--- config.mk ---
export PLATFORM = sky130hd
export DESIGN_NAME = thpt_ram
export DESIGN_NICKNAME = d
export VERILOG_FILES = /design/src/hdl/tile_histogram_peak_threshold_macros.svh /design/src/hdl/thpt_ram.sv
export SDC_FILE = /design/constraint.sdc
export NUM_CORES = 2
export LEC_CHECK = 0
export ABC_AREA = 1
export BUFFER_PORTS_ARGS = -buffer_cell sky130_fd_sc_hd__clkbuf_2
export CAP_MARGIN = 20
export CORE_UTILIZATION = 39
export CTS_CLUSTER_DIAMETER = 80
export DETAILED_ROUTE_END_ITERATION = 10
export PLACE_DENSITY_LB_ADDON = 0.1
export SETUP_SLACK_MARGIN = 0.05
export SYNTH_ARGS = -nofsm -noshare
export SYNTH_HDL_FRONTEND = slang
export SYNTH_SLANG_ARGS = --single-unit
--- constraint.sdc ---
create_clock -name clk -period 1.5 [get_ports clk]
set_clock_uncertainty 0.1 [all_clocks]
set_input_delay 0.075 -clock clk [delete_from_list [all_inputs] [get_ports clk]]
set_output_delay 0.075 -clock clk [all_outputs]
set_load 0.05 [all_outputs]
--- src/hdl/tile_histogram_peak_threshold_macros.svh ---
// Assertion macros for the tile histogram peak threshold block.
`ifndef TILE_HISTOGRAM_PEAK_THRESHOLD_MACROS_SVH
`define TILE_HISTOGRAM_PEAK_THRESHOLD_MACROS_SVH

`ifndef SYNTHESIS
// Assert a property on every rising edge outside reset.
`define THPT_ASSERT(lbl, ck, rn, prop) \
	lbl: assert property (@(posedge ck) disable iff (!rn) (prop)) \
		else $error("thpt assertion failed");
// Assert that a condition never holds outside reset.
`define THPT_NEVER(lbl, ck, rn, cond) \
	lbl: assert property (@(posedge ck) disable iff (!rn) !(cond)) \
		else $error("thpt forbidden condition seen");
`else
`define THPT_ASSERT(lbl, ck, rn, prop)
`define THPT_NEVER(lbl, ck, rn, cond)
`endif

`endif

--- src/hdl/thpt_ram.sv ---
// Generic single-write, single-read RAM with registered read data.
`default_nettype none
module thpt_ram #(
	parameter int WIDTH = 8,
	parameter int DEPTH = 256,
	localparam int AW = (DEPTH > 1) ? $clog2(DEPTH) : 1
) (
	input  logic             clk,
	input  logic             we,
	input  logic [AW-1:0]    waddr,
	input  logic [WIDTH-1:0] wdata,
	input  logic [AW-1:0]    raddr,
	output logic [WIDTH-1:0] rdata
);

	logic [WIDTH-1:0] mem [DEPTH];

	always_ff @(posedge clk) begin
		if (we) begin
			mem[waddr] <= wdata;
		end
		rdata <= mem[raddr];
	end

endmodule
`default_nettype wire
==> out/qor.csv <==
stage,metric,value,unit
synthesis,yosysMostFrequentCell,nand2_1,
status,violations,"negative hold slack, negative setup slack",
global_routing,grt_max_degree,74,
global_routing,first_global_vias,55500,
global_routing,antenna_found_initial,13,
cts,cts_num_sinks,2056,
place,pre_cts_ws,-1.10,ns
floorplanning,die_area,0.216,mm²
detailed_routing,viasPerCell,5.36,
timing,grt_setup_unrepaired,true,
critical_path,crit_path_start_kind,flip-flop,
critical_path,crit_fanout,1,
critical_path,cp_num_buf_inv,1,
timing,whs,-0.0186,ns
floorplanning,row_count,169,
synthesis,synth_top_cells_by_count,"2,123 x nand2_1, 2,048 x edfxtp_1, 2,019 x nand3_1, 283 x nor2_1, 268 x buf_2",
pwr,vdd_drop_max,1.33,mV
critical_path,worst_setup_path_end_kind,primary output,
worst_hold_path,hp-start,waddr[3],
synthesis,synth_top_area_share,73.7,%
critical_path,cp_slowest_stage_delay,0.44,ns
cts,cts_made_buffers,218,
status,outcome,finished with violations,
critical_path,ff2ff_setup_slack,-0.13,ns
critical_path,cp.arrival,1.50,ns
detailed_routing,drc_errors,0,
synthesis,synth-seq-area-share,73.9,%
detailed_routing,first_iter_violations,5213,
cells_and_area,area_delta_synth_final,25.4,%
timing,fin_crit_sh,112,%
critical_path,crit_chain,clkbuf_16,
cts,htree_levels,4,
cells_and_area,multi_input_comb_area,0.0231,mm²
synthesis,ys_ff_latch,2056,
timing,hold_viol_final,15,
timing,worst_slew_pin_slew,0.762,ns
synthesis,synth_warnings,0,
place,io_buffers,33,
cells_and_area,final_util,49.3,%
pwr,power.density,1220,mW/mm²
timing,final_max_slew_viol_count,0,
detailed_routing,dr.pass1.iters,5,
cells_and_area,seqCellArea,0.0617,mm²
critical_path,cp_top_family,flip-flops,
cts,worstSkewPairLatency,0.87,ns
cells_and_area,layout.nets,7605,
synthesis,yosys-top-cells-area,"edfxtp_1 74%, nand3_1 12%, nand2_1 9.6%",
timing,setup_viol,16,
synthesis,synth_cell_types,14,
place,place_area,0.0934,mm²
detailed_routing,wl,264000,µm
detailed_routing,drtAntennaViolNets,0,
place,hpwl,171000,µm
synthesis,synth_flop_cell,edfxtp_1,
detailed_routing,vias,56800,
detailed_routing,avgRoutedWirePerCell,24.9,µm
synthesis,synth_area,0.0834,mm²
global_routing,grt_pass1_wl,386000,µm
synthesis,synth_async_sr_flop_share,0,%
critical_path,crit_path_start,rdata[7]$_DFF_P_,
cts,root_buffer,clkbuf_16,
critical_path,crit_slowest_cell,dfxtp_4,
place,routabilityCongestion,0.867,
floorplanning,die_width,464,µm
cts,cts_tree,done,
synthesis,syn_inst,7003,
timing,fmax,598,MHz
place,place_inst,10200,
job,maxCapViolCount,0,
floorplanning,fp.dieH,464,µm
synthesis,synth.net_count,7029,
timing,max-slew-margin-rel,49.2,%
synthesis,synth_enable_flop_cells,2048,
cells_and_area,finalNonFillerCells,10600,
synthesis,yosysTopAreaCell,edfxtp_1,
global_routing,grtUsageTotal,24.2,%
floorplanning,core,0.212,mm²
cells_and_area,fill_cells,18800,
cts,cts_setup_buffers,0,
timing,fin_tns_setup,-1.60,ns
floorplanning,initial_utilization,39.3,%
cells_and_area,layout-drive-gt1-share,22.9,%
cells_and_area,final_area,0.105,mm²
timing,finalCriticalPeriod,1.67,ns
global_routing,grt.overflow.total,0,
cts,clk_pin_slew_worst_paths,0.07,ns
synthesis,syn_area_per_cell,11.9,µm²
floorplanning,ios,34,
pwr,leakage,37.5,nW
critical_path,required,1.32,ns
timing,worst_slack,-0.174,ns
cts,cts_buffer_depth,3,
critical_path,criticalPathCategory,reg -> out,
worst_hold_path,hp-class,in -> reg,
critical_path,r2r_start,mem[153][7]$_DFFE_PP_,
## repair_timing
item,CTS,global route
pin swaps,165,117
hold buffers,22,0
gates cloned,0,1
endpoints found under the setup margin,16,1005
hold endpoints to repair,2639,0
gates resized for setup,509,271
## routing by layer
layer	global-route usage, %	wire length [µm]	part of all wire, %	up-vias
met4	6.84	7430	2.8	2
met2	38.9	125000	47	1671
met3	3.00	14600	5.5	383
li1	-	-	-	26100
met5	0	13	0.0049	-
met1	34.6	117000	44	28600
## cells by family after synthesis
group / after synthesis / share of synthesized area [%]
buffers and inverters: 522 / 3.12
DFF: 2056 / 73.9
and+or+nand+nor: 4425 / 22.9
## final timing paths
path / endpoint / cells past startpoint
min reg2reg: rdata[3]$_DFF_P_ / 10
max reg2reg: rdata[7]$_DFF_P_ / 11
max: rdata[7] / 1
min: mem[198][5]$_DFFE_PP_ / 7
## cells in the final DEF (no fill, tap or decap), drive strengths merged
cell / count
dfxtp: 8
clkinv: 89
clkbuf: 309
buf: 798
dlygate4sd3: 20
clkinvlp: 2
nand2: 2123
nand3: 2019
inv: 48
nor2: 283
diode: 5
bufinv: 19
edfxtp: 2048
## metrics by stage
stage	power, mW	hold slack (ns)
5_1_grt	131	0.00392
6_report	127	-0.0186
2_1_floorplan	68.6	0.0739
3_5_place_dp	73.6	0.179
4_1_cts	128	0.0213
3_3_place_gp	73.6	0.179
## cell type report
class	count	share of cell area (%)
Tap cell	2821	3.38
Clock buffer	288	5.59
Inverter	39	0.172
Clock inverter	119	1.11
Antenna cell	5	0.0120
Timing Repair Buffer	839	8.67
Sequential cell	2056	59.0
Multi-Input combinational cell	4425	22.1
## sequential cells by signal, summed over array words and instances (netlist names)
| signal | count |
|---|---|
| mem | 2048 |
| rdata | 8 |
## power breakdown
part | internal [mW] | switching, mW | total (mW)
Sequential | 63.3 | 0.111 | 63.4
Combinational | 3.31 | 6.86 | 10.2
Clock | 30.6 | 22.9 | 53.5
Total | 97.3 | 29.8 | 127
(Power assumes the default switching activity.)
